[src/rtl/panned_sample_mixer_assert.svh]
// ----------------------------------------------------------------------------
// panned_sample_mixer_assert.svh
// Assertion macros for the panned sample mixer. They are empty in synthesis.
// ----------------------------------------------------------------------------
`ifndef PANNED_SAMPLE_MIXER_ASSERT_SVH
`define PANNED_SAMPLE_MIXER_ASSERT_SVH

`ifndef SYNTHESIS

// Same-cycle implication, disabled while reset is low.
`define PSM_ASSERT_IMPLY(label, clk, rst_n, cond, expr) \
    label: assert property (@(posedge clk) disable iff (!rst_n) (cond) |-> (expr)) \
        else $error("assertion failed: same-cycle implication");

// Next-cycle implication, disabled while reset is low.
`define PSM_ASSERT_NEXT(label, clk, rst_n, cond, expr) \
    label: assert property (@(posedge clk) disable iff (!rst_n) (cond) |=> (expr)) \
        else $error("assertion failed: next-cycle implication");

`else

`define PSM_ASSERT_IMPLY(label, clk, rst_n, cond, expr)
`define PSM_ASSERT_NEXT(label, clk, rst_n, cond, expr)

`endif

`endif

[src/rtl/psm_pkg.sv]
// ----------------------------------------------------------------------------
// psm_pkg
// Shared types and constants of the panned sample mixer.
// ----------------------------------------------------------------------------
`default_nettype none

package psm_pkg;

    localparam int SAMPLE_BITS_DEF = 16;
    localparam int MIX_BITS_DEF    = 24;
    localparam int GAIN_BITS       = 16;
    localparam int GAIN_FRAC       = 14;
    localparam int POS_BITS        = 25;
    localparam int PEAK_BITS       = 16;
    localparam int CHAN_BITS       = 2;
    localparam int QUEUE_DEPTH     = 4;
    localparam int APB_ADDR_BITS   = 5;
    localparam int APB_DATA_BITS   = 32;
    localparam int REG_IDX_BITS    = APB_ADDR_BITS - 2;

    localparam logic [CHAN_BITS-1:0] CHAN_STEREO = 2'd2;
    localparam logic [PEAK_BITS-1:0] PEAK_MAX    = 16'hFFFF;

    // Register indexes; byte address is four times the index.
    localparam logic [REG_IDX_BITS-1:0] REG_SOURCE_CHANNELS = 3'd0;
    localparam logic [REG_IDX_BITS-1:0] REG_OUTPUT_CHANNELS = 3'd1;
    localparam logic [REG_IDX_BITS-1:0] REG_MAIN_GAIN       = 3'd2;
    localparam logic [REG_IDX_BITS-1:0] REG_LEFT_GAIN       = 3'd3;
    localparam logic [REG_IDX_BITS-1:0] REG_RIGHT_GAIN      = 3'd4;
    localparam logic [REG_IDX_BITS-1:0] REG_TOTAL_SAMPLES   = 3'd5;

    localparam logic [CHAN_BITS-1:0] RST_CHANNELS = 2'd1;
    localparam logic [GAIN_BITS-1:0] RST_GAIN     = 16'd16384;

    typedef enum logic [1:0] {
        MODE_MIX   = 2'd0,
        MODE_START = 2'd1,
        MODE_STOP  = 2'd2,
        MODE_SEEK  = 2'd3
    } t_mode;

    // Encoded as {source is stereo, output is stereo}.
    typedef enum logic [1:0] {
        ROUTE_MONO_MONO     = 2'd0,
        ROUTE_MONO_STEREO   = 2'd1,
        ROUTE_STEREO_MONO   = 2'd2,
        ROUTE_STEREO_STEREO = 2'd3
    } t_route;

    typedef struct packed {
        logic [CHAN_BITS-1:0] source_channels;
        logic [CHAN_BITS-1:0] output_channels;
        logic [GAIN_BITS-1:0] main_gain;
        logic [GAIN_BITS-1:0] left_gain;
        logic [GAIN_BITS-1:0] right_gain;
        logic [POS_BITS-1:0]  total_samples;
    } t_cfg;

    // Per-transaction control decided by the front end.
    typedef struct packed {
        logic                 mix;
        t_route               route;
        logic [PEAK_BITS-1:0] peak_level;
        logic                 peak_valid;
        logic                 playing;
        logic [POS_BITS-1:0]  position;
    } t_job_ctrl;

endpackage

`default_nettype wire

[src/rtl/psm_regs.sv]
// ----------------------------------------------------------------------------
// psm_regs
// APB configuration registers of the panned sample mixer.
// ----------------------------------------------------------------------------
`default_nettype none

module psm_regs
    import psm_pkg::*;
(
    input  wire logic                     i_clk,
    input  wire logic                     i_rst_n,
    input  wire logic                     psel,
    input  wire logic                     penable,
    input  wire logic                     pwrite,
    input  wire logic [APB_ADDR_BITS-1:0] paddr,
    input  wire logic [APB_DATA_BITS-1:0] pwdata,
    output logic      [APB_DATA_BITS-1:0] prdata,
    output logic                          pready,
    output t_cfg                          o_cfg
);

    t_cfg r_cfg;
    logic [REG_IDX_BITS-1:0] index;
    logic wr_en;

    assign index  = paddr[APB_ADDR_BITS-1:2];
    assign pready = 1'b1;
    assign wr_en  = psel && penable && pwrite && pready;
    assign o_cfg  = r_cfg;

    always_ff @(posedge i_clk) begin
        if (!i_rst_n) begin
            r_cfg.source_channels <= RST_CHANNELS;
            r_cfg.output_channels <= RST_CHANNELS;
            r_cfg.main_gain       <= RST_GAIN;
            r_cfg.left_gain       <= RST_GAIN;
            r_cfg.right_gain      <= RST_GAIN;
            r_cfg.total_samples   <= '0;
        end else if (wr_en) begin
            unique case (index)
                REG_SOURCE_CHANNELS: r_cfg.source_channels <= pwdata[CHAN_BITS-1:0];
                REG_OUTPUT_CHANNELS: r_cfg.output_channels <= pwdata[CHAN_BITS-1:0];
                REG_MAIN_GAIN:       r_cfg.main_gain       <= pwdata[GAIN_BITS-1:0];
                REG_LEFT_GAIN:       r_cfg.left_gain       <= pwdata[GAIN_BITS-1:0];
                REG_RIGHT_GAIN:      r_cfg.right_gain      <= pwdata[GAIN_BITS-1:0];
                REG_TOTAL_SAMPLES:   r_cfg.total_samples   <= pwdata[POS_BITS-1:0];
                default: ;
            endcase
        end
    end

    always_comb begin
        unique case (index)
            REG_SOURCE_CHANNELS: prdata = APB_DATA_BITS'(r_cfg.source_channels);
            REG_OUTPUT_CHANNELS: prdata = APB_DATA_BITS'(r_cfg.output_channels);
            REG_MAIN_GAIN:       prdata = APB_DATA_BITS'(r_cfg.main_gain);
            REG_LEFT_GAIN:       prdata = APB_DATA_BITS'(r_cfg.left_gain);
            REG_RIGHT_GAIN:      prdata = APB_DATA_BITS'(r_cfg.right_gain);
            REG_TOTAL_SAMPLES:   prdata = APB_DATA_BITS'(r_cfg.total_samples);
            default:             prdata = '0;
        endcase
    end

endmodule

`default_nettype wire

[config.mk]
export PLATFORM = sky130hd
export DESIGN_NAME = psm_regs
export DESIGN_NICKNAME = d
export VERILOG_FILES = /design/src/rtl/panned_sample_mixer_assert.svh /design/src/rtl/psm_pkg.sv /design/src/rtl/psm_regs.sv
export SDC_FILE = /design/constraint.sdc
export NUM_CORES = 1
export LEC_CHECK = 0
export BUFFER_PORTS_ARGS = -buffer_cell sky130_fd_sc_hd__buf_4
export CAP_MARGIN = 20
export CORE_MARGIN = 3
export CORE_UTILIZATION = 51
export CTS_CLUSTER_SIZE = 12
export DETAILED_ROUTE_END_ITERATION = 8
export PLACE_DENSITY_LB_ADDON = 0.25
export SLEW_MARGIN = 20
export SYNTH_ARGS = -nofsm -noshare
export SYNTH_HDL_FRONTEND = slang
export SYNTH_SLANG_ARGS = --single-unit
[constraint.sdc]
create_clock -name i_clk -period 3.5 [get_ports i_clk]
set_input_delay 0.7 -clock i_clk [delete_from_list [all_inputs] [get_ports i_clk]]
set_output_delay 0.7 -clock i_clk [all_outputs]
set_load 0.02 [all_outputs]
-- After elaboration in Yosys (flattened, before gate mapping)
Index checks and enable logic that the tools add are counted.
W data, S select, Z words.
- flip-flop bits (word level): 77
- input port bits: 42
- output and inout bits: 110
- logic and storage cells: 21
- equality and inequality tests: 5
- multiplexer cells: 1
- reduce and logical (&&, ||, !) cells: 9
- operators with widths (cell ; number):
    $pmux W25 S6 ; 1
    $reduce_and A2 Y1 ; 6
    $eq A3 B2 Y1 const B ; 2
    $eq A3 B3 Y1 const B ; 2
    $eq A3 B1 Y1 const B ; 1
    $logic_not A3 Y1 ; 1
    $logic_and A1 B1 Y1 ; 2

-- Logic depth before layout (Yosys ltp)
- depth in word-level cells: 3
- gate-level depth with buffers: 6

-- Worst setup path before layout
OpenSTA, ideal clock, no wires.
- path type: input port to output port
- from: input port paddr[2]
- to: output port prdata[1]
- data arrival time: 1.697 ns
- required time: 2.800 ns
- path slack: 1.103 ns
- stages on the path: 5
- buffers on the path: 2
- cell sequence: buf_2 buf_2 mux4_2 inv_1 o22ai_1
- longest elaborated chain between the ends: 2
- elaborated cells on any way between the ends: 7
- classes of those cells: 5 x eq/ne; 1 x mux; 1 x reduce/logical
- ends and longest elaborated chain (item ; line ; text):
    start, declared ; psm_regs.sv:15 ; input wire logic [APB_ADDR_BITS-1:0] paddr,
    $eq A3 B3 Y1 (tied with other cells) ; psm_regs.sv:53 ; unique case (index)
    $pmux W25 S6 (*) ; psm_regs.sv:53 ;
    end, declared ; psm_regs.sv:17 ; output logic [APB_DATA_BITS-1:0] prdata,
Every way passes the cells marked *; elsewhere a longest branch is shown, timed or not.

-- Final worst setup path
- from: input port paddr[4]
- to: output port prdata[4]
The elaborated chain is that of the path after synthesis.

==> results by group <==
Timing
  – Rel. slew slack: 0.379
  – RSZ-0062 raised after global routing: no
  – Count of final hold-check violations: 0
  – Endpoints failing setup: 0
  – Fin crit share: 0.764
  – Slew Limit Fails: 0
  – Worst-margin pin slew: 0.931 ns
  – Clock Skews: 0 ns
  – Setup TNS: 0 ns
  – Worst hold margin: 0.474 ns
  – Final min period: 2.67 ns
  – FMAX: 0.374 GHz

Critical path
  – Worst path arrival time: 1.97 ns
  – Setup crit end kind: output port
  – Reg2Reg Depth: 2
  – R2R Path End: o_cfg[39]
  – CP Launch Type: primary input
  – R2R Setup Slk: 2.79 ns
  – FF-to-FF Start: o_cfg[39]
  – CP Max Fanout: 20
  – Critical Path RT: 2.80 ns
  – Critical path class: in -> out

CTS
  – Total CTS buffers: 9
  – Post-CTS Resized: 0
  – Total clock sinks: 77
  – Post-CTS Hold Fix Bufs: 0
  – Clock tree buffer depth: 2
  – CTS tree: done
  – Post-CTS setup buffers: 0
  – Root Buffer: clkbuf_8
  – Clock latency on the worst-skew pair: 0.32 ns
  – H-tree lvl count: 3
  – Clk slew on worst S/H paths: 0.07 ns

Die
  – Rows: 29
  – Die Ht: 89.2 um
  – Die W: 89.2 um
  – Initial Utilization: 0.540
  – Die ar.: 7950 sq um
  – Core ar.: 6530 sq um
  – # IOs: 152

Yosys
  – Syn Area/Cell: 9.66 sq um
  – Post-Syn Instances: 365
  – Mapped Area: 3530 sq um
  – Yosys cell types: 26
  – Yosys top cell area share: 0.437
  – Synth top area cells: dfxtp_1, mux2i_1, nand2_1
  – Seq cells post-synth: 77
  – Synth area leader: dfxtp_1
  – Yosys warns: 0
  – Seq/Total Area, Yosys: 0.437

Global routing
  – Initial antenna violation count: 0
  – GRT overflow: 0
  – Vias in the first global route: 2,821
  – Total track usage: 0.225
  – First-pass GRT wire length: 14,100 um
  – Largest net degree at the start of global routing: 61

Hold path
  – Worst Hold Path EP: o_cfg[19]
  – Hold Path Origin: o_cfg[19]
  – Hold Crit Class: reg -> reg
  – WHS Path Cells: 2

Outcome
  – Status: finished, final reports clean

Flow run
  – MaxCap Viol Count: 0

Power and ir drop
  – Leakage: 2.13 nW
  – Worst IR Drop VDD: 0.182 mV
  – Power density cells: 345 nW/um^2

Place
  – Port bufs: 134
  – Post-DP HPWL: 6330 um
  – GP Congestion: 0.812
  – Placed cell count: 553

Cells and area
  – Post-Layout Cell Count: 568
  – Share of layout cells above drive strength 1: 0.328
  – Core Util, Final: 0.716
  – NumNets Final: 529
  – Diodes inserted: 0
  – Area Growth Syn to Fin: 32.6%
  – Max reg flops: 77

Routing
  – Routed WL: 8870 um
  – Routed len/inst: 15.6 um
  – DR pass1 iterations: 4
  – Vias/cell: 5.29
  – DRC violation total after the first TritonRoute iteration: 110
  – ANT nets after route: 0
  – Vias: 3,002
  – DRC Markers: 0
-- where the power goes --
group	internal, W	switching (W)	total [W]
logic	0.0000626	0.0000924	0.000155
registers	0.000882	0.00000542	0.000888
clock network	0.000268	0.000302	0.000570
-- cells in the mapped netlist, drive strengths merged --
cell type,number
or3,1
or2,1
nand2b,2
and3,9
conb,2
nor2b,4
clkbuf,13
o211ai,1
buf,21
o311ai,2
inv,3
mux2i,104
nor2,4
nand4b,1
nand4,1
nor3,1
dfxtp,77
o22ai,16
nand2,97
mux4,2
o21ai,3
-- cell type report --
type                    count  area [sq um]
clock inverters             5          27.5
fillers                   518          1860
multi-input cells         257          1810
inverters                   3          11.3
well taps                  77          96.3
clock buffers              10           138
repair buffers            139          1060
flip-flops and latches     77          1540
-- per-layer routing --
layer / track usage / routed length (um) / part of all wire
met5: 0 / 0 / 0
met4: 0.0622 / 108 / 0.012
met3: 0.0415 / 436 / 0.049
met2: 0.389 / 4540 / 0.51
met1: 0.287 / 3780 / 0.43
-- worst max path at each step --
stage             start          to  slack [ns]  depth (start not counted)
3_3_place_gp   paddr[4]   o_cfg[68]        0.79                          5
4_1_cts        paddr[4]   prdata[4]        0.84                          4
5_1_grt        paddr[4]  prdata[15]        0.70                          4
6_report       paddr[4]   prdata[4]        0.83                          4
3_5_place_dp   paddr[4]   o_cfg[68]        0.81                          5
2_1_floorplan  paddr[2]   prdata[1]        1.10                          5
-- critical path, cell delays in order --
cell and delay [ns]:
buf_4 0.13, nand2b_1 0.58, o22ai_1 0.38, buf_4 0.18
-- metrics by stage --
stage | area [sq um] | power [W] | worst slack, ns
detailed placement | 4510 | 0.00106 | 0.812
global placement | 4510 | 0.00106 | 0.794
finish | 4680 | 0.00161 | 0.828
floorplan | 3550 | 0.00101 | 1.10
global route | 4680 | 0.00168 | 0.705
CTS | 4680 | 0.00163 | 0.842
-- placed cells by master (no fill, tap or decap) --
cell type	count
nand4b_4	1
mux4_2	2
nor2b_1	4
buf_4	138
conb_1	8
buf_12	1
and3_1	9
nor3_1	1
clkbuf_8	10
or2_1	1
nand2_1	97
o22ai_1	16
o211ai_1	1
nand2b_1	2
o311ai_0	2
dfxtp_1	77
clkinvlp_4	1
nand4_2	1
or3_1	1
nor2_1	1
clkinv_2	4
mux2i_1	104
nor2_4	3
o21ai_0	3
inv_1	3
-- kinds of logic (layout without fill, tap and decap cells) --
kind of cell           after synthesis  in the layout  share of synthesized area
other                                2              8                    0.00213
AND/OR/NAND/NOR                    121            121                      0.154
buffers and inverters               37            157                     0.0589
flip-flops                          77             77                      0.437
multiplexers                       106            106                      0.308
AO/OA/AOI/OAI                       22             22                     0.0397
(Power assumes the default switching activity.)
