===== src/rtl/panned_sample_mixer_assert.svh =====
// ----------------------------------------------------------------------------
// panned_sample_mixer_assert.svh
// Assertion macros for the panned sample mixer. They are empty in synthesis.
// ----------------------------------------------------------------------------
`ifndef PANNED_SAMPLE_MIXER_ASSERT_SVH
`define PANNED_SAMPLE_MIXER_ASSERT_SVH

`ifndef SYNTHESIS

// Same-cycle implication, disabled while reset is low.
`define PSM_ASSERT_IMPLY(label, clk, rst_n, cond, expr) \
    label: assert property (@(posedge clk) disable iff (!rst_n) (cond) |-> (expr)) \
        else $error("assertion failed: same-cycle implication");

// Next-cycle implication, disabled while reset is low.
`define PSM_ASSERT_NEXT(label, clk, rst_n, cond, expr) \
    label: assert property (@(posedge clk) disable iff (!rst_n) (cond) |=> (expr)) \
        else $error("assertion failed: next-cycle implication");

`else

`define PSM_ASSERT_IMPLY(label, clk, rst_n, cond, expr)
`define PSM_ASSERT_NEXT(label, clk, rst_n, cond, expr)

`endif

`endif


===== src/rtl/psm_queue.sv =====
// ----------------------------------------------------------------------------
// psm_queue
// Small first-in first-out queue between the front end and the mix datapath.
// ----------------------------------------------------------------------------
`default_nettype none

module psm_queue #(
    parameter int WIDTH = 8,
    parameter int DEPTH = 4
) (
    input  wire logic             i_clk,
    input  wire logic             i_rst_n,
    input  wire logic             i_push,
    input  wire logic [WIDTH-1:0] i_data,
    input  wire logic             i_pop,
    output logic      [WIDTH-1:0] o_data,
    output logic                  o_empty,
    output logic                  o_full
);

    localparam int PTR_BITS = (DEPTH > 1) ? $clog2(DEPTH) : 1;
    localparam int CNT_BITS = $clog2(DEPTH + 1);

    logic [WIDTH-1:0]    r_mem [DEPTH];
    logic [PTR_BITS-1:0] r_wr_ptr, r_rd_ptr;
    logic [CNT_BITS-1:0] r_count;
    logic                do_push, do_pop;

    assign o_empty = (r_count == '0);
    assign o_full  = (r_count == CNT_BITS'(DEPTH));
    assign do_push = i_push && !o_full;
    assign do_pop  = i_pop && !o_empty;
    assign o_data  = r_mem[r_rd_ptr];

    always_ff @(posedge i_clk) begin
        if (do_push) begin
            r_mem[r_wr_ptr] <= i_data;
        end
    end

    always_ff @(posedge i_clk) begin
        if (!i_rst_n) begin
            r_wr_ptr <= '0;
            r_rd_ptr <= '0;
            r_count  <= '0;
        end else begin
            if (do_push) begin
                r_wr_ptr <= (r_wr_ptr == PTR_BITS'(DEPTH - 1)) ? '0 : r_wr_ptr + 1'b1;
            end
            if (do_pop) begin
                r_rd_ptr <= (r_rd_ptr == PTR_BITS'(DEPTH - 1)) ? '0 : r_rd_ptr + 1'b1;
            end
            if (do_push && !do_pop) begin
                r_count <= r_count + 1'b1;
            end else if (do_pop && !do_push) begin
                r_count <= r_count - 1'b1;
            end
        end
    end

endmodule

`default_nettype wire


===== config.mk =====
export PLATFORM = sky130hd
export DESIGN_NAME = psm_queue
export DESIGN_NICKNAME = d
export VERILOG_FILES = /design/src/rtl/panned_sample_mixer_assert.svh /design/src/rtl/psm_queue.sv
export SDC_FILE = /design/constraint.sdc
export NUM_CORES = 1
export LEC_CHECK = 0
export ABC_AREA = 1
export BUFFER_PORTS_ARGS = -buffer_cell sky130_fd_sc_hd__buf_4
export CAP_MARGIN = 40
export CORE_MARGIN = 2
export CORE_UTILIZATION = 41
export DETAILED_ROUTE_END_ITERATION = 10
export HOLD_SLACK_MARGIN = 0.12
export PLACE_DENSITY = 0.57
export SYNTH_ARGS = -nofsm -noshare
export SYNTH_HDL_FRONTEND = slang
export SYNTH_SLANG_ARGS = --single-unit

===== constraint.sdc =====
create_clock -name i_clk -period 4.05 [get_ports i_clk]
set_input_delay 0.81 -clock i_clk [delete_from_list [all_inputs] [get_ports i_clk]]
set_output_delay 0.81 -clock i_clk [all_outputs]
set_load 0.005 [all_outputs]

== Yosys cells after proc, flatten, opt, wreduce, memory -nomap -nowiden ==
Memory sizes are Yosys's and may differ from the RTL's. A register that Yosys moved wholly into a read port is not among the register bits.
Cells that the tools add are included.
Storage, ports and cells
  register bits: 7
  input bits: 12
  bits in writable memories: 32
  output and inout bits: 10
  memories kept: 1
Operators by class
  reduce and logical (&&, ||, !) cells: 10
  equality and inequality tests: 3
  add/sub/neg operators: 4
  mux-type cells: 8
Memories
  r_mem: words 4, width 8, read ports 1, clocked after Yosys merged registers in 1, wr ports 1, line psm_queue.sv:24  | logic [WIDTH-1:0] r_mem [DEPTH];
Operators with widths (count)
  two-way mux 2 bit: 4
  two-way mux 3 bit: 2
  adder 2 x 1 -> 2 bit, second input constant: 2
  == test 2 bit, second input constant: 2
  logical AND 1 bit: 4
  zero test 1 bit: 4
  adder 3 x 1 -> 3 bit, second input constant: 1
  == test 3 bit, second input constant: 1
  zero test 3 bit: 1
  subtractor 3 x 1 -> 3 bit, second input constant: 1
  two-way mux 1 bit: 2
  nonzero test 2 bit: 1

== Logic depth before layout (Yosys ltp) ==
Gate-level depths: netlist of the first run.
  depth after elaboration: 7
  mapped depth: 13

== Least setup slack after synthesis of the first run ==
OpenSTA, ideal clock, no wires.
  kind: input to register
  start: in i_push
  end: reg r_count[1]
  setup slack: 2122 ps
  cell stages on the path: 7
  required time: 3934 ps
  data arrival time: 1813 ps
  setup time: 116 ps
  buffers on the path: 0
  cell sequence: nand2_2 > inv_1 > ha_1 > inv_1 > fa_1 > o21ai_0 > nor2_1
Between the ends
  longest elaborated chain between the ends: 4
RTL lines
  start, declared: line psm_queue.sv:13  | input wire logic i_push,
  logical AND 1 bit *: line psm_queue.sv:31  | assign do_push = i_push && !o_full;
  named net do_push: line psm_queue.sv:27  | logic do_push, do_pop;
  zero test 1 bit: line psm_queue.sv:55  | end else if (do_pop && !do_push) begin
  logical AND 1 bit: line psm_queue.sv:55
  nonzero test 2 bit (no line)
  end signal, assigned: line psm_queue.sv:54  | r_count <= r_count + 1'b1;
  end signal, assigned: line psm_queue.sv:56  | r_count <= r_count - 1'b1;
  end, declared: line psm_queue.sv:26  | logic [CNT_BITS-1:0] r_count;
Mark *: on every way through the listed nets, which the timed path passes. The rest lies on a longest branch.
A chain may end at the register's enable or synchronous reset.

==> results of run 1 <==
==> critical path, cell delays in order (launching register included) <==
cell,delay [ps]
dfxtp_1,680
inv_2,260
o21ai_0,210
o22ai_1,100
buf_4,140
==> metal layers <==
| layer | global-route usage (%) | vias up | routed length [microns] |
|---|---|---|---|
| li1 | - | 552 | - |
| met1 | 14.0 | 502 | 1230 |
| met2 | 26.7 | 19 | 1510 |
| met3 | 4.28 | 8 | 130 |
| met4 | 9.75 | 0 | 77 |
| met5 | 0 | - | 0 |
==> cell type report <==
class                           count  area, sq um
Inverter                           19         71.3
Clock buffer                        6         72.6
Clock inverter                      1         5.00
Multi-Input combinational cell     86          458
Tap cell                           50         62.6
Sequential cell                    41         1140
Fill cell                         354         2030
Timing Repair Buffer               21          158
==> per-stage QoR <==
step / total power, mW / instances / worst slack [ps] / instance area, sq um
floorplan: 0.821 / 148 / 2120 / 1690
CTS: 1.22 / 224 / 1530 / 1970
detailed placement: 0.977 / 217 / 1860 / 1890
global route: 1.30 / 224 / 1410 / 1970
global placement: 0.959 / 217 / 1890 / 1890
finish: 1.20 / 224 / 1560 / 1970
==> power by group through the flow <==
stage          sequential (mW)  clock [mW]  combinational, mW
5_1_grt                  0.587       0.270              0.443
2_1_floorplan            0.565           0              0.256
3_3_place_gp             0.584           0              0.375
3_5_place_dp             0.587           0              0.390
6_report                 0.578       0.242              0.384
4_1_cts                  0.578       0.250              0.392
==> state kept, by name, indices dropped and copies added, names as in the netlist, named ones only <==
name	flops
r_wr_ptr	2
r_count	3
r_rd_ptr	2
r_mem	32
==> worst paths after layout <==
path / slack, ps / from / endpoint
max: 1560 / flop / o_data[0]
min: 530 / r_count[0] / r_count[0]
max reg2reg: 2150 / r_count[1] / r_count[1]
min reg2reg: 530 / r_count[0] / r_count[0]
==> cells by family (layout without fill, tap and decap cells) <==
family | count (synthesis) | count (layout) | share of synthesized area (%)
AO/OA/AOI/OAI | 28 | 28 | 9.53
adder cells (fa/ha/maj) | 7 | 7 | 5.62
buffers and inverters | 21 | 47 | 5.54
flip-flops | 41 | 41 | 67.4
AND/OR/NAND/NOR | 51 | 51 | 11.9
==> layout by cell type (no fill, tap or decap), types with 2 or more instances in the layout <==
cell,Yosys,routed
o22ai_1,8,8
dfxtp_1,9,9
edfxtp_1,32,32
o21ai_2,3,3
ha_1,6,6
a21oi_1,2,2
buf_4,0,21
clkbuf_8,0,5
nand2_1,14,14
inv_1,18,18
nor2_1,33,33
o21ai_0,14,14
==> key figures, run 1 <==
Timing
  • Slew HR: around 47%
  • Tcrit/Tclk final: between 60% and 70%
  • Final setup viols: 0
  • Final Hold Viols: 0
  • Fin Hold WS: 526 ps
  • Slew Viols, Final: 0
  • RSZ-0062 raised after global routing: false
  • Worst Max-Slew Pin Slew: 795 ps
  • Minimum clock period: 2490 ps
  • TNS Setup: 0 ps
  • Highest clock rate: around 400 MHz
  • Clock skew: 5.93 ps

Synthesis
  • Number of unique standard cell types used by synthesis: 18
  • Yosys reg bits: just over 40
  • Mapped Cells: 148
  • Syn Area/Cell: 11.4 sq um
  • Seq/Total Area, Yosys: 67.4%
  • Main synth FF type: edfxtp_1
  • Synth Warn #: 0
  • Top cells by area, synth: edfxtp_1 57%, dfxtp_1 11%, nor2_1 7.3%
  • Post-synth top area share: 56.8%
  • Synth area leader: edfxtp_1
  • Syn Std Cell Area: 1690 sq um
  • Synth async-reset ratio: 0%
  • Post-synth top cells: 33 x nor2_1, 32 x edfxtp_1, 18 x inv_1
  • Most common cell in the netlist: nor2_1
  • Post-synth EDFFs: 32
  • Syn_nets: 167

Clock network
  • Clk pin slew, worst setup/hold paths: 70 ps
  • CTS root buf: clkbuf_8
  • PostCTS Resize Cnt: 0
  • CTS Sinks: 41
  • Postcts setup bufs: 0
  • CTS Buf Count: 5
  • CTS tree: done
  • Clock Latency Late Sink: 290 ps
  • H-tree levels: 2
  • # hold bufs at CTS: 0
  • CTS Buffer Depth: 2

Pwr
  • Sw Ratio: 32.4%
  • Reg power frac: 48.0%
  • P_int: 0.814 mW
  • Pleak: 0.791 nW
  • PwrDens: a little over 600 nW/um^2
  • Clock Power Share: 20.1%
  • Switching pwr: about 0.39 mW
  • Max rail drop VDD: 0.314 mV
  • Combinational share of power: about a third

Routing
  • Final ANT Viol Nets: 0
  • Via/cell ratio: 4.83
  • First-pass detailed-route iteration total: 4
  • Residual DRC: 0
  • Vias: 1,081
  • Initial DRC Count: 32
  • Final WL: 2950 microns
  • DR WL/cell: roughly 13 microns

Finish
  • Antenna cell count: 0
  • Synth-to-Final Area Change: 16.3%
  • Final Util: 49.2%
  • NumNets Final: ~190
  • Share of layout cells above drive strength 1: 18.4%

GRT
  • Largest net degree at the start of global routing: 18
  • Global-route wire length before repair: about 4700 microns
  • GR Overflow Total: 0
  • Vias in the first global route: about 1,100
  • All-Layer GR Usage: 14.6%
  • Antenna violations before repair: 0

Placed design
  • Gp weighted congestion: 0.728
  • Port-buffer cells: 21
  • Dpl hpwl: 2100 microns

Setup path
  • R2R cell count: 9
  • Class of the most critical setup path: flop to output pin
  • Worst EP arrival: 1680 ps
  • Crit-path max FO: 17
  • Critical Path RT: 3240 ps
  • Startpoint Class: flop
  • CP Capture Type: output pin

Status
  • Status: complete, no violations

Floorplan
  • Die Footprint: 4660 sq um
  • Vert. Die Dim: approximately 68 microns
  • Die width: 68.3 microns
  • Row count: 23
  • Core box area: 4000 sq um
  • Starting Density: 42.3%
  • Ports: 22

Min path
  • Hold Crit Class: flop to flop
  • Hold Crit Depth: 2

Job
  • Max-cap viol count: 0
No activity file was read; power rests on OpenSTA's default activity.
==> run 2: changes to the inputs <==
==> constraint.sdc (replaced) <==
create_clock -name i_clk -period 2.4 [get_ports i_clk]
set_input_delay 0.48 -clock i_clk [delete_from_list [all_inputs] [get_ports i_clk]]
set_output_delay 0.48 -clock i_clk [all_outputs]
set_load 0.005 [all_outputs]
==> run 2 against run 1 <==
  * Critical path depth is the same
  * Via count up 1.6%
  * Global-route usage is 0.98 points higher
  * Hold slack got worse by 140 ps
  * Sequential cell count stayed put
  * Worst setup slack lost 1100 ps
  * Register-to-register slack got worse by 1600 ps
  * Final area increased by 2.1%
  * Clock skew barely moved
  * Core utilization rose by 1.0 points
  * First-iteration DRC count is 66% higher
==> key figures, run 2 (synthesized netlist as in run 1, its figures left out) <==
Timing
  • Slew Viols, Final: 0 (unchanged)
  • Final Hold Viols: 0 (unchanged)
  • RSZ-0062 raised after global routing: false (unchanged)
  • TNS Setup: 0 ps (unchanged)
  • Clock skew: 6.08 ps (was 5.93 ps)
  • Worst Max-Slew Pin Slew: 377 ps (was 795 ps)
  • Final setup viols: 0 (unchanged)
  • Tcrit/Tclk final: 82.7%
  • Minimum clock period: 1990 ps
  • Slew HR: 74.8% (was 46.8%)
  • Highest clock rate: between 500 and 600 MHz

Setup path
  • Crit-path slowest cell: dfxtp_1 (unchanged)
  • CP Cell Sequence: buf_4, o21ai_0, o22ai_1, buf_4 (was inv_2, o21ai_0, o22ai_1, buf_4)
  • Crit-path most repeated cell: buf_4
  • Crit Reg-Reg Startpoint: r_count[1] (unchanged)
  • Startpoint Class: flop (unchanged)
  • Worst path top cell family by delay: flip-flops (unchanged)
  • Class of the most critical setup path: flop to output pin (unchanged)
  • Worst EP arrival: 1510 ps (was 1680 ps)
  • CP Capture Type: output pin (unchanged)
  • R2R Path End: r_count[1] (unchanged)
  • R2R Setup Slk: 510 ps (was 2150 ps)
  • CP peak stage delay: 540 ps (was 680 ps)
  • Crit-path max FO: 9 (was 17)
  • CP bufs+invs: 2 (unchanged)
  • R2R cell count: 9 (unchanged)
  • Critical Path RT: 1920 ps (was 3240 ps)

Clock network
  • CTS Buffer Depth: 2 (unchanged)
  • CTS tree: done (unchanged)
  • CTS root buf: clkbuf_8 (unchanged)
  • # hold bufs at CTS: 0 (unchanged)
  • PostCTS Resize Cnt: 0 (unchanged)
  • Postcts setup bufs: 0 (unchanged)
  • Clock Latency Late Sink: 290 ps (about the same)
  • H-tree levels: 2 (unchanged)
  • Clk pin slew, worst setup/hold paths: 80 ps (was 70 ps)
  • CTS Sinks: 41 (unchanged)
  • CTS Buf Count: 5 (unchanged)

Placed design
  • Port-buffer cells: 21 (unchanged)
  • Gp weighted congestion: 0.747 (was 0.728)
  • Dpl hpwl: 2200 microns (was 2100 microns)

GRT
  • Antenna violations before repair: 0 (unchanged)
  • Vias in the first global route: 1,102 (was 1,098)
  • All-Layer GR Usage: 15.6% (was 14.6%)
  • Largest net degree at the start of global routing: 17 (was 18)
  • Global-route wire length before repair: 5060 microns (was 4680 microns)
  • GR Overflow Total: 0 (unchanged)

Floorplan
  • Die width: 68.3 microns (unchanged)
  • Core box area: 4000 sq um (unchanged)
  • Ports: 22 (unchanged)
  • Starting Density: 42.3% (unchanged)
  • Die Footprint: 4660 sq um (unchanged)
  • Vert. Die Dim: 68.3 microns (unchanged)
  • Row count: 23 (unchanged)

Finish
  • Max reg flops: 32 (unchanged)
  • NumNets Final: 198 (was 193)
  • Share of layout cells above drive strength 1: 20.6% (was 18.4%)
  • Most frequent cells in the layout: 33 x nor2_1, 32 x edfxtp_1, 26 x buf_4, 18 x inv_1 (was 33 x nor2_1, 32 x edfxtp_1, 21 x buf_4, 18 x inv_1)
  • Antenna cell count: 0 (unchanged)
  • Largest Register: r_mem (unchanged)
  • Commonest non-fill, non-tap cell in the layout: nor2_1 (unchanged)
  • Synth-to-Final Area Change: 18.7% (was 16.3%)
  • Top Registers: r_mem (32), r_count (3) (unchanged)
  • Fillers: 366 (was 354)

Min path
  • Hold Crit Depth: 1 (was 2)
  • Min-Delay Endpoint: r_mem[3][5] (was r_count[0])
  • Hold Startpoint: i_data[5] (was r_count[0])
  • Hold Crit Class: input port to flop (was flop to flop)

Routing
  • Vias: 1,098 (was 1,081)
  • First-pass detailed-route iteration total: 4 (unchanged)
  • Residual DRC: 0 (unchanged)
  • Final WL: 3100 microns (was 2950 microns)
  • Via/cell ratio: 4.77 (was 4.83)
  • DR WL/cell: 13.5 microns (was 13.2 microns)
  • Final ANT Viol Nets: 0 (unchanged)
  • Initial DRC Count: 53 (was 32)

Pwr
  • Combinational share of power: 33.4% (was 31.9%)
  • PwrDens: 1030 nW/um^2 (was 611 nW/um^2)
  • Max rail drop VDD: 0.590 mV (was 0.314 mV)
  • P_int: 1.39 mW (was 0.814 mW)
  • Pleak: 0.819 nW (was 0.791 nW)
  • Clock Power Share: 20.0% (was 20.1%)
  • Sw Ratio: 32.9% (was 32.4%)
  • Design Power: 2.07 mW (was 1.20 mW)
  • Reg power frac: 46.7% (was 48.0%)
  • Switching pwr: 0.680 mW (was 0.389 mW)

Status
  • Status: complete, no violations (unchanged)

Job
  • Max-cap viol count: 0 (unchanged)
run 2: final cells by class:
| cell class | count | area, sq um | share of cell area, % |
|---|---|---|---|
| flip-flops and latches | 41 | 1140 | 56.8 |
| multi-input cells | 86 | 458 | 22.8 |
| repair buffers | 26 | 195 | 9.71 |
| inverters | 19 | 71.3 | 3.55 |
| clock buffers | 5 | 68.8 | 3.42 |
| well taps | 50 | 62.6 | 3.11 |
| clock inverters | 3 | 12.5 | 0.623 |
run 2: how the worst max path moves through the flow:
stage | cells past startpoint | from | end | slack, ps
global placement | 8 | i_push | r_count[1] | 620
floorplan | 9 | r_count[1] | r_count[1] | 710
CTS | 4 | flop | o_data[3] | 380
finish | 4 | flop | o_data[3] | 410
global route | 4 | flop | o_data[3] | 240
detailed placement | 9 | r_count[1] | r_count[1] | 510
run 2: power groups by stage:
stage	sequential, mW	clock (mW)	combinational [mW]
2_1_floorplan	0.954	0	0.432
3_3_place_gp	0.977	0	0.673
3_5_place_dp	0.983	0	0.703
4_1_cts	0.967	0.430	0.704
5_1_grt	0.981	0.458	0.799
6_report	0.966	0.413	0.691
run 2: per-stage QoR:
stage	util, %	area, sq um	hold WS (ps)	cells	setup slack [ps]
after global placement	48.2	1930	497	222	622
after detailed placement	48.2	1930	516	222	511
after global routing	50.2	2010	374	230	240
final	50.2	2010	390	230	414
after floorplan	-	1690	480	148	710
after CTS	50.2	2010	377	230	376
run 2: per-layer routing:
metal	track usage [%]	part of all wire, %
met1	17.1	42
met2	26.8	51
met3	5.76	4.7
met4	6.75	1.5
met5	0	0
