--- src/rtl/panned_sample_mixer_assert.svh ---
// ----------------------------------------------------------------------------
// panned_sample_mixer_assert.svh
// Assertion macros for the panned sample mixer. They are empty in synthesis.
// ----------------------------------------------------------------------------
`ifndef PANNED_SAMPLE_MIXER_ASSERT_SVH
`define PANNED_SAMPLE_MIXER_ASSERT_SVH

`ifndef SYNTHESIS

// Same-cycle implication, disabled while reset is low.
`define PSM_ASSERT_IMPLY(label, clk, rst_n, cond, expr) \
    label: assert property (@(posedge clk) disable iff (!rst_n) (cond) |-> (expr)) \
        else $error("assertion failed: same-cycle implication");

// Next-cycle implication, disabled while reset is low.
`define PSM_ASSERT_NEXT(label, clk, rst_n, cond, expr) \
    label: assert property (@(posedge clk) disable iff (!rst_n) (cond) |=> (expr)) \
        else $error("assertion failed: next-cycle implication");

`else

`define PSM_ASSERT_IMPLY(label, clk, rst_n, cond, expr)
`define PSM_ASSERT_NEXT(label, clk, rst_n, cond, expr)

`endif

`endif

--- src/rtl/psm_pkg.sv ---
// ----------------------------------------------------------------------------
// psm_pkg
// Shared types and constants of the panned sample mixer.
// ----------------------------------------------------------------------------
`default_nettype none

package psm_pkg;

    localparam int SAMPLE_BITS_DEF = 16;
    localparam int MIX_BITS_DEF    = 24;
    localparam int GAIN_BITS       = 16;
    localparam int GAIN_FRAC       = 14;
    localparam int POS_BITS        = 25;
    localparam int PEAK_BITS       = 16;
    localparam int CHAN_BITS       = 2;
    localparam int QUEUE_DEPTH     = 4;
    localparam int APB_ADDR_BITS   = 5;
    localparam int APB_DATA_BITS   = 32;
    localparam int REG_IDX_BITS    = APB_ADDR_BITS - 2;

    localparam logic [CHAN_BITS-1:0] CHAN_STEREO = 2'd2;
    localparam logic [PEAK_BITS-1:0] PEAK_MAX    = 16'hFFFF;

    // Register indexes; byte address is four times the index.
    localparam logic [REG_IDX_BITS-1:0] REG_SOURCE_CHANNELS = 3'd0;
    localparam logic [REG_IDX_BITS-1:0] REG_OUTPUT_CHANNELS = 3'd1;
    localparam logic [REG_IDX_BITS-1:0] REG_MAIN_GAIN       = 3'd2;
    localparam logic [REG_IDX_BITS-1:0] REG_LEFT_GAIN       = 3'd3;
    localparam logic [REG_IDX_BITS-1:0] REG_RIGHT_GAIN      = 3'd4;
    localparam logic [REG_IDX_BITS-1:0] REG_TOTAL_SAMPLES   = 3'd5;

    localparam logic [CHAN_BITS-1:0] RST_CHANNELS = 2'd1;
    localparam logic [GAIN_BITS-1:0] RST_GAIN     = 16'd16384;

    typedef enum logic [1:0] {
        MODE_MIX   = 2'd0,
        MODE_START = 2'd1,
        MODE_STOP  = 2'd2,
        MODE_SEEK  = 2'd3
    } t_mode;

    // Encoded as {source is stereo, output is stereo}.
    typedef enum logic [1:0] {
        ROUTE_MONO_MONO     = 2'd0,
        ROUTE_MONO_STEREO   = 2'd1,
        ROUTE_STEREO_MONO   = 2'd2,
        ROUTE_STEREO_STEREO = 2'd3
    } t_route;

    typedef struct packed {
        logic [CHAN_BITS-1:0] source_channels;
        logic [CHAN_BITS-1:0] output_channels;
        logic [GAIN_BITS-1:0] main_gain;
        logic [GAIN_BITS-1:0] left_gain;
        logic [GAIN_BITS-1:0] right_gain;
        logic [POS_BITS-1:0]  total_samples;
    } t_cfg;

    // Per-transaction control decided by the front end.
    typedef struct packed {
        logic                 mix;
        t_route               route;
        logic [PEAK_BITS-1:0] peak_level;
        logic                 peak_valid;
        logic                 playing;
        logic [POS_BITS-1:0]  position;
    } t_job_ctrl;

endpackage

`default_nettype wire

--- src/rtl/psm_back.sv ---
// ----------------------------------------------------------------------------
// psm_back
// Mix datapath: gain multiply stage, then scale, accumulate and saturate
// into the output register.
// ----------------------------------------------------------------------------
`default_nettype none

module psm_back
    import psm_pkg::*;
#(
    parameter int SAMPLE_BITS = SAMPLE_BITS_DEF,
    parameter int MIX_BITS    = MIX_BITS_DEF
) (
    input  wire logic                          i_clk,
    input  wire logic                          i_rst_n,
    input  t_cfg                               i_cfg,
    input  wire logic                          i_valid,
    input  t_job_ctrl                          i_ctrl,
    input  wire logic signed [SAMPLE_BITS-1:0] i_sample_left,
    input  wire logic signed [SAMPLE_BITS-1:0] i_sample_right,
    input  wire logic signed [MIX_BITS-1:0]    i_mix_left,
    input  wire logic signed [MIX_BITS-1:0]    i_mix_right,
    output logic                               o_pop,
    output logic                               o_out_valid,
    input  wire logic                          i_out_stall,
    output logic signed [MIX_BITS-1:0]         o_out_left,
    output logic signed [MIX_BITS-1:0]         o_out_right,
    output logic [PEAK_BITS-1:0]               o_peak_level,
    output logic                               o_peak_valid,
    output logic                               o_is_playing,
    output logic [POS_BITS-1:0]                o_play_position
);

    localparam int PROD_BITS = SAMPLE_BITS + GAIN_BITS + 1;
    localparam int SUM_BITS  = PROD_BITS + 1;
    localparam int SHIFT     = SAMPLE_BITS + GAIN_FRAC - MIX_BITS;
    localparam int LSH       = (SHIFT < 0) ? -SHIFT : 0;
    localparam int RSH       = (SHIFT > 0) ? SHIFT : 0;
    localparam int EXT_BITS  = SUM_BITS + LSH;
    localparam int SCL_BITS  = MIX_BITS + 4;
    localparam int ACC_BITS  = MIX_BITS + 5;

    logic                        r_s1_valid;
    t_job_ctrl                   r_s1_ctrl;
    logic signed [PROD_BITS-1:0] r_prod_a, r_prod_b;
    logic signed [MIX_BITS-1:0]  r_s1_ml, r_s1_mr;

    logic                        r_out_valid;
    t_job_ctrl                   r_out_ctrl;
    logic signed [MIX_BITS-1:0]  r_out_left, r_out_right;

    logic                        out_free;
    logic [GAIN_BITS-1:0]        gain_a;
    logic signed [SAMPLE_BITS-1:0] samp_b;
    logic signed [PROD_BITS-1:0] n_prod_a, n_prod_b;
    logic signed [SUM_BITS-1:0]  sum_l, sum_r;
    logic signed [ACC_BITS-1:0]  acc_l, acc_r;
    logic                        out_stereo;
    logic signed [MIX_BITS-1:0]  n_out_left, n_out_right;

    // Scale from the product format to the mix format, rounding toward
    // minus infinity.
    function automatic logic signed [SCL_BITS-1:0] scale(input logic signed [SUM_BITS-1:0] v);
        logic signed [EXT_BITS-1:0] ext;
        ext = EXT_BITS'(v) <<< LSH;
        return SCL_BITS'(ext >>> RSH);
    endfunction

    function automatic logic signed [MIX_BITS-1:0] saturate(input logic signed [ACC_BITS-1:0] v);
        logic [ACC_BITS-MIX_BITS:0] top;
        top = v[ACC_BITS-1:MIX_BITS-1];
        if ((top == '0) || (top == '1)) begin
            return v[MIX_BITS-1:0];
        end
        return v[ACC_BITS-1] ? {1'b1, {(MIX_BITS-1){1'b0}}} : {1'b0, {(MIX_BITS-1){1'b1}}};
    endfunction

    assign out_free = !r_out_valid || !i_out_stall;
    assign o_pop    = i_valid && (!r_s1_valid || out_free);

    // Stage one: the two gain multiplies.
    assign gain_a   = (i_ctrl.route == ROUTE_MONO_MONO) ? i_cfg.main_gain : i_cfg.left_gain;
    assign samp_b   = ((i_ctrl.route == ROUTE_STEREO_MONO) || (i_ctrl.route == ROUTE_STEREO_STEREO))
                      ? i_sample_right : i_sample_left;
    assign n_prod_a = i_sample_left * $signed({1'b0, gain_a});
    assign n_prod_b = samp_b * $signed({1'b0, i_cfg.right_gain});

    always_ff @(posedge i_clk) begin
        if (!i_rst_n) begin
            r_s1_valid <= 1'b0;
        end else if (o_pop) begin
            r_s1_valid <= 1'b1;
        end else if (out_free) begin
            r_s1_valid <= 1'b0;
        end
    end

    always_ff @(posedge i_clk) begin
        if (o_pop) begin
            r_s1_ctrl <= i_ctrl;
            r_prod_a  <= n_prod_a;
            r_prod_b  <= n_prod_b;
            r_s1_ml   <= i_mix_left;
            r_s1_mr   <= i_mix_right;
        end
    end

    // Stage two: combine, scale, accumulate and saturate.
    assign sum_l = SUM_BITS'(r_prod_a)
                 + ((r_s1_ctrl.route == ROUTE_STEREO_MONO) ? SUM_BITS'(r_prod_b) : '0);
    assign sum_r = SUM_BITS'(r_prod_b);
    assign acc_l = ACC_BITS'(r_s1_ml) + ACC_BITS'(scale(sum_l));
    assign acc_r = ACC_BITS'(r_s1_mr) + ACC_BITS'(scale(sum_r));
    assign out_stereo = (r_s1_ctrl.route == ROUTE_MONO_STEREO)
                     || (r_s1_ctrl.route == ROUTE_STEREO_STEREO);

    always_comb begin
        n_out_left  = r_s1_ctrl.mix ? saturate(acc_l) : r_s1_ml;
        n_out_right = '0;
        if (out_stereo) begin
            n_out_right = r_s1_ctrl.mix ? saturate(acc_r) : r_s1_mr;
        end
    end

    always_ff @(posedge i_clk) begin
        if (!i_rst_n) begin
            r_out_valid <= 1'b0;
        end else if (out_free) begin
            r_out_valid <= r_s1_valid;
        end
    end

    always_ff @(posedge i_clk) begin
        if (out_free && r_s1_valid) begin
            r_out_ctrl  <= r_s1_ctrl;
            r_out_left  <= n_out_left;
            r_out_right <= n_out_right;
        end
    end

    assign o_out_valid     = r_out_valid;
    assign o_out_left      = r_out_left;
    assign o_out_right     = r_out_right;
    assign o_peak_level    = r_out_ctrl.peak_level;
    assign o_peak_valid    = r_out_ctrl.peak_valid;
    assign o_is_playing    = r_out_ctrl.playing;
    assign o_play_position = r_out_ctrl.position;

endmodule

`default_nettype wire

--- config.mk ---
export PLATFORM = sky130hd
export DESIGN_NAME = psm_back
export DESIGN_NICKNAME = d
export VERILOG_FILES = /design/src/rtl/panned_sample_mixer_assert.svh /design/src/rtl/psm_pkg.sv /design/src/rtl/psm_back.sv
export SDC_FILE = /design/constraint.sdc
export NUM_CORES = 2
export LEC_CHECK = 0
export BUFFER_PORTS_ARGS = -buffer_cell sky130_fd_sc_hd__buf_4
export CAP_MARGIN = 20
export CELL_PAD_IN_SITES_DETAIL_PLACEMENT = 0
export CELL_PAD_IN_SITES_GLOBAL_PLACEMENT = 1
export CORE_UTILIZATION = 44
export CTS_CLUSTER_DIAMETER = 120
export DETAILED_ROUTE_END_ITERATION = 8
export PLACE_DENSITY_LB_ADDON = 0.15
export SLEW_MARGIN = 20
export SYNTH_ARGS = -nofsm -noshare
export SYNTH_HDL_FRONTEND = slang
export SYNTH_SLANG_ARGS = --single-unit
--- constraint.sdc ---
create_clock -name i_clk -period 8 [get_ports i_clk]
set_input_delay 0 -clock i_clk [delete_from_list [all_inputs] [get_ports i_clk]]
set_output_delay 0 -clock i_clk [all_outputs]
set_load 0.02 [all_outputs]
Word level (Yosys, flattened, before mapping):

Index checks and enable logic that the tools add are counted.

* input bits: 207
* logic and storage cells: 61
* output and inout port bits: 93
* register bits: 253

* equality and inequality tests: 7
* mux-type cells: 16
* add/sub/neg operators: 3
* reductions and logical operators: 15
* multiply operators: 2

Operators with widths (count)
* 24-bit 2-to-1 mux: 8
* 16-bit by 17-bit multiplier with 33-bit output: 2
* 34-bit adder: 1
* 34-bit 2-to-1 mux: 1
* 16-bit 2-to-1 mux: 2
* 24-bit by 28-bit adder with 29-bit output: 1
* 24-bit by 27-bit adder with 28-bit output: 1
* 6-bit equality test (second input constant): 2
* 6-bit zero test: 2
* 2-bit equality test (second input constant): 4
* 1-bit logical OR: 6
* 1-bit 2-to-1 mux: 5
* 1-bit zero test: 3
* 2-bit by 1-bit equality test with 1-bit output (second input constant): 1
* 1-bit logical AND: 2
* 2-bit zero test: 1
* 2-bit nonzero test: 1

Logic depth before layout (Yosys ltp):

* depth after elaboration: 9
* depth in mapped cells: 28
* mapped depth without buffers: 25

Worst setup path before layout:

Ideal clock, no wire load.

* path type: register to register
* start point: register r_out_valid, in the netlist o_out_valid
* end point: register r_out_ctrl, in the netlist o_is_playing, enable pin
* library setup time: 0.678 ns
* slack: 0.384 ns
* path buffers: 0
* stages on the path, launching flop included: 2
* period minus slack after synthesis: 7.616 ns
* required time: 7.322 ns
* arrival time: 6.938 ns
* path through: dfxtp_1 a21boi_0

* word-level cells in the longest chain between the ends: 3

RTL lines
* start, declared: line psm_back.sv:48 `logic r_out_valid;`
* start signal, assigned: line psm_back.sv:129 `r_out_valid <= r_s1_valid;`
* 1-bit zero test: line psm_back.sv:78 `assign out_free = !r_out_valid || !i_out_stall;`
* 1-bit logical OR: line psm_back.sv:78
* 1-bit logical AND: line psm_back.sv:134 `if (out_free && r_s1_valid) begin`
* end signal, assigned: line psm_back.sv:135 `r_out_ctrl <= r_s1_ctrl;`
* end, declared: line psm_back.sv:49 `t_job_ctrl r_out_ctrl;`

Every way passes these cells.
A chain may end at the register's enable or synchronous reset.

Worst setup path in the final report:

* start point: input port i_ctrl[44] in the netlist's numbering
* end point: register r_prod_a[32], data pin

* word-level cells in the longest chain between the ends: 3

RTL lines
* start, declared: line psm_back.sv:18 `input t_job_ctrl i_ctrl,`
* 2-bit zero test: line psm_back.sv:82 `assign gain_a = (i_ctrl.route == ROUTE_MONO_MONO) ? i_cfg.main_gain : i_cfg.left_gain;`
* 16-bit 2-to-1 mux: line psm_back.sv:82
* 16-bit by 17-bit multiplier with 33-bit output: line psm_back.sv:85 `assign n_prod_a = i_sample_left * $signed({1'b0, gain_a});`
* via n_prod_a[32]: line psm_back.sv:55 `logic signed [PROD_BITS-1:0] n_prod_a, n_prod_b;`
* end signal, assigned: line psm_back.sv:101 `r_prod_a <= n_prod_a;`
* end, declared: line psm_back.sv:45 `logic signed [PROD_BITS-1:0] r_prod_a, r_prod_b;`

The timed path passes the listed nets, and every way through them passes these cells.

==> impl_metrics.yaml <==
clocking:
  ctsResizeCount: 0
  clockBufferDepth: 3
  cts_num_sinks: 253
  numCtsBuffers: 26
  htreeDepth: 1
  cts-root-buf: "clkbuf_16"
  insertion_delay_ns: 0.54
  postCtsSetupRepairBufs: 0
  cts_tree: "yes"
  clk_pin_slew_ns: 0.07
  hold_buffers: 100
yosys:
  synth_fp_nets: 3971
  synthTopCellsByCount: "inv_1 (505), fa_1 (390), ha_1 (331), nand2_1 (302), edfxtp_1 (251)"
  synthFlopType: "edfxtp_1"
  avgSynthCellArea_um2: 10.0
  syn_area_um2: 30500
  postSynthCellCount: 3043
  async_flop_share_pct: 0
  ys_seq_area_share_pct: 24.8
  synthTopCellsByArea: "fa_1 (26%), edfxtp_1 (25%), ha_1 (14%), inv_1 (6.2%), and2_1 (5.1%)"
  yosys.area.top_type: "fa_1"
  synth.top_cell.area_share_pct: 25.6
  synth_cell_types: 81
  yosysWarnings: 0
  yosys_register_bits: 253
  synth-edff-count: 251
  yosysMostFrequentCell: "inv_1"
detailed_routing:
  drt-initial-drc-count: 1305
  drt-total-wl_um: 80600
  wl_per_cell_um: 18.7
  drcViolationCount: 0
  vias: 22300
  ant_nets: 0
  via_per_inst: 5.17
  drt_first_pass_iters: 4
worst_setup_path:
  cp_max_fo: 18
  path_class: "input pin to flop"
  cp_common_cell: "fa_1"
  cp_top_family: "adder cells"
  end_kind: "flop"
  max_stage_delay_ns: 0.55
  arrival_ns: 7.64
  r2r_setup_slack_ns: 1.30
  cp.buffers_inverters: 5
  start_kind: "input pin"
  critPathRequiredTime_ns: 8.29
  critPathSlowestCell: "mux2_2"
placement:
  hpwlAfterDp_um: 63100
  io_buffers: 270
  place_congestion: 0.887
grt:
  antenna_found_initial: 1
  overflow: 0
  grt_max_degree: 73
  gr-usage-all-layers_pct: 22.9
  grt_first_pass_wirelength_um: 127000
  grt_pass1_vias: 23200
floorplanning:
  fp-row-count: 96
  start_util_pct: 44.5
  die_x_um: 265
  die-height_um: 265
  dieArea_um2: 70400
  io_pins: 300
  coreArea_um2: 68600
timing:
  finClkSkew_ns: 0.0153
  relSlewSlack_pct: 28.2
  rsz0062_at_grt: "no"
  fin_crit_ns: 7.36
  period_share_pct: 92.0
  drv_slew: 0
  tightest_slew_ns: 1.08
  fmax_mhz: 136
  hold_viol: 0
  setup_viol: 0
  final.setup.tns_ns: 0
hold_path:
  hp-class: "input pin to flop"
status:
  status: "completed"
cells_and_area:
  num-nets-final: 4295
  drive_gt1_share_pct: 11.8
  area_growth_syn_to_layout_pct: 15.9
run:
  max_cap_violations: 0
cells by family after synthesis:
family | after synthesis | share of synthesized area (%)
adder cells (fa/ha/maj) | 721 | 39.1
AND/OR/NAND/NOR | 859 | 14.1
multiplexers | 35 | 1.28
XOR/XNOR | 119 | 3.41
flip-flops | 253 | 24.8
AO/OA/AOI/OAI | 457 | 9.81
buffers and inverters | 599 | 7.43
worst paths after layout:
path	start	end	depth (start not counted)
max	i_ctrl[44]	r_prod_a[32]	25
max reg2reg	r_s1_ctrl[43]	o_out_left[7]	23
min reg2reg	r_s1_ctrl[5]	o_play_position[5]	0
min	i_sample_right[0]	r_prod_b[0]	4
cells in the final DEF, fill, tap and decap left out, types with 18 or more instances in the layout:
| master | Yosys | final |
|---|---|---|
| o31ai_1 | 18 | 18 |
| nor2_1 | 121 | 121 |
| a21oi_1 | 131 | 131 |
| dlygate4sd3_1 | 0 | 100 |
| xnor2_1 | 79 | 79 |
| nand3_1 | 26 | 26 |
| inv_1 | 505 | 505 |
| nand2_1 | 302 | 302 |
| nor2b_1 | 42 | 42 |
| nand2b_1 | 31 | 31 |
| xor2_1 | 40 | 40 |
| mux2_2 | 29 | 29 |
| edfxtp_1 | 251 | 251 |
| a21o_1 | 53 | 53 |
| and2_1 | 250 | 249 |
| ha_1 | 331 | 331 |
| o21ai_0 | 95 | 95 |
| o22ai_1 | 24 | 24 |
| buf_4 | 1 | 289 |
| fa_1 | 390 | 390 |
| o21bai_1 | 22 | 22 |
| clkbuf_16 | 0 | 27 |
worst reg2reg max path, stage by stage, from the launching register on:
cell and delay (ns):
edfxtp_1 0.36, buf_4 0.24, nor2b_1 0.14, buf_4 0.25, and2_1 0.21, ha_1 0.28
a21oi_1 0.15, o21ai_1 0.15, a221oi_4 0.36, a211oi_2 0.16, o221a_2 0.29, o21ai_1 0.18
o21ai_1 0.14, a221o_1 0.39, xor2_1 0.18, ha_1 0.42, nand2_1 0.07, o21ai_0 0.36
nor3_1 0.14, a21oi_2 0.25, a21oi_1 0.09, or3_1 0.43, o32ai_4 0.89, o22ai_1 0.28
layout make-up:
cell class	instances	area, um^2
flip-flops and latches	253	7580
diodes	1	2.50
clock buffers	33	698
fillers	6224	33200
repair buffers	390	3200
well taps	931	1160
multi-input cells	2191	20700
clock inverters	12	139
inverters	505	1900
through the flow:
step | std cells | hold slack (ns) | utilization [%] | setup slack [ns] | area [um^2]
2_1_floorplan | 3043 | 0.0989 | - | 0.384 | 30500
3_3_place_gp | 4169 | 0.179 | 48.9 | 0.701 | 33500
3_5_place_dp | 4170 | 0.179 | 48.9 | 0.591 | 33500
4_1_cts | 4315 | 0.0577 | 51.6 | 0.621 | 35400
5_1_grt | 4316 | 0.0870 | 51.6 | 0.281 | 35400
6_report | 4316 | 0.0919 | 51.6 | 0.644 | 35400
routing by layer:
| metal | share of wire [%] | vias to the layer above | track usage, % |
|---|---|---|---|
| li1 | - | 10600 | - |
| met5 | 0 | - | 0 |
| met4 | 2.3 | 0 | 5.92 |
| met2 | 46 | 611 | 37.8 |
| met1 | 47 | 11000 | 32.4 |
| met3 | 4.9 | 86 | 2.08 |
sequential cells by signal (all words and copies together) (netlist names):
signal,flops
o_out_right,24
o_out_left,24
o_is_playing,1
r_s1_mr,24
o_out_valid,1
r_prod_b,33
o_peak_valid,1
o_play_position,25
o_peak_level,16
r_s1_valid,1
r_prod_a,33
r_s1_ml,24
r_s1_ctrl,46
Power is not shown: default switching activity piles up to over one toggle a cycle in this logic, so the estimate is an artifact.
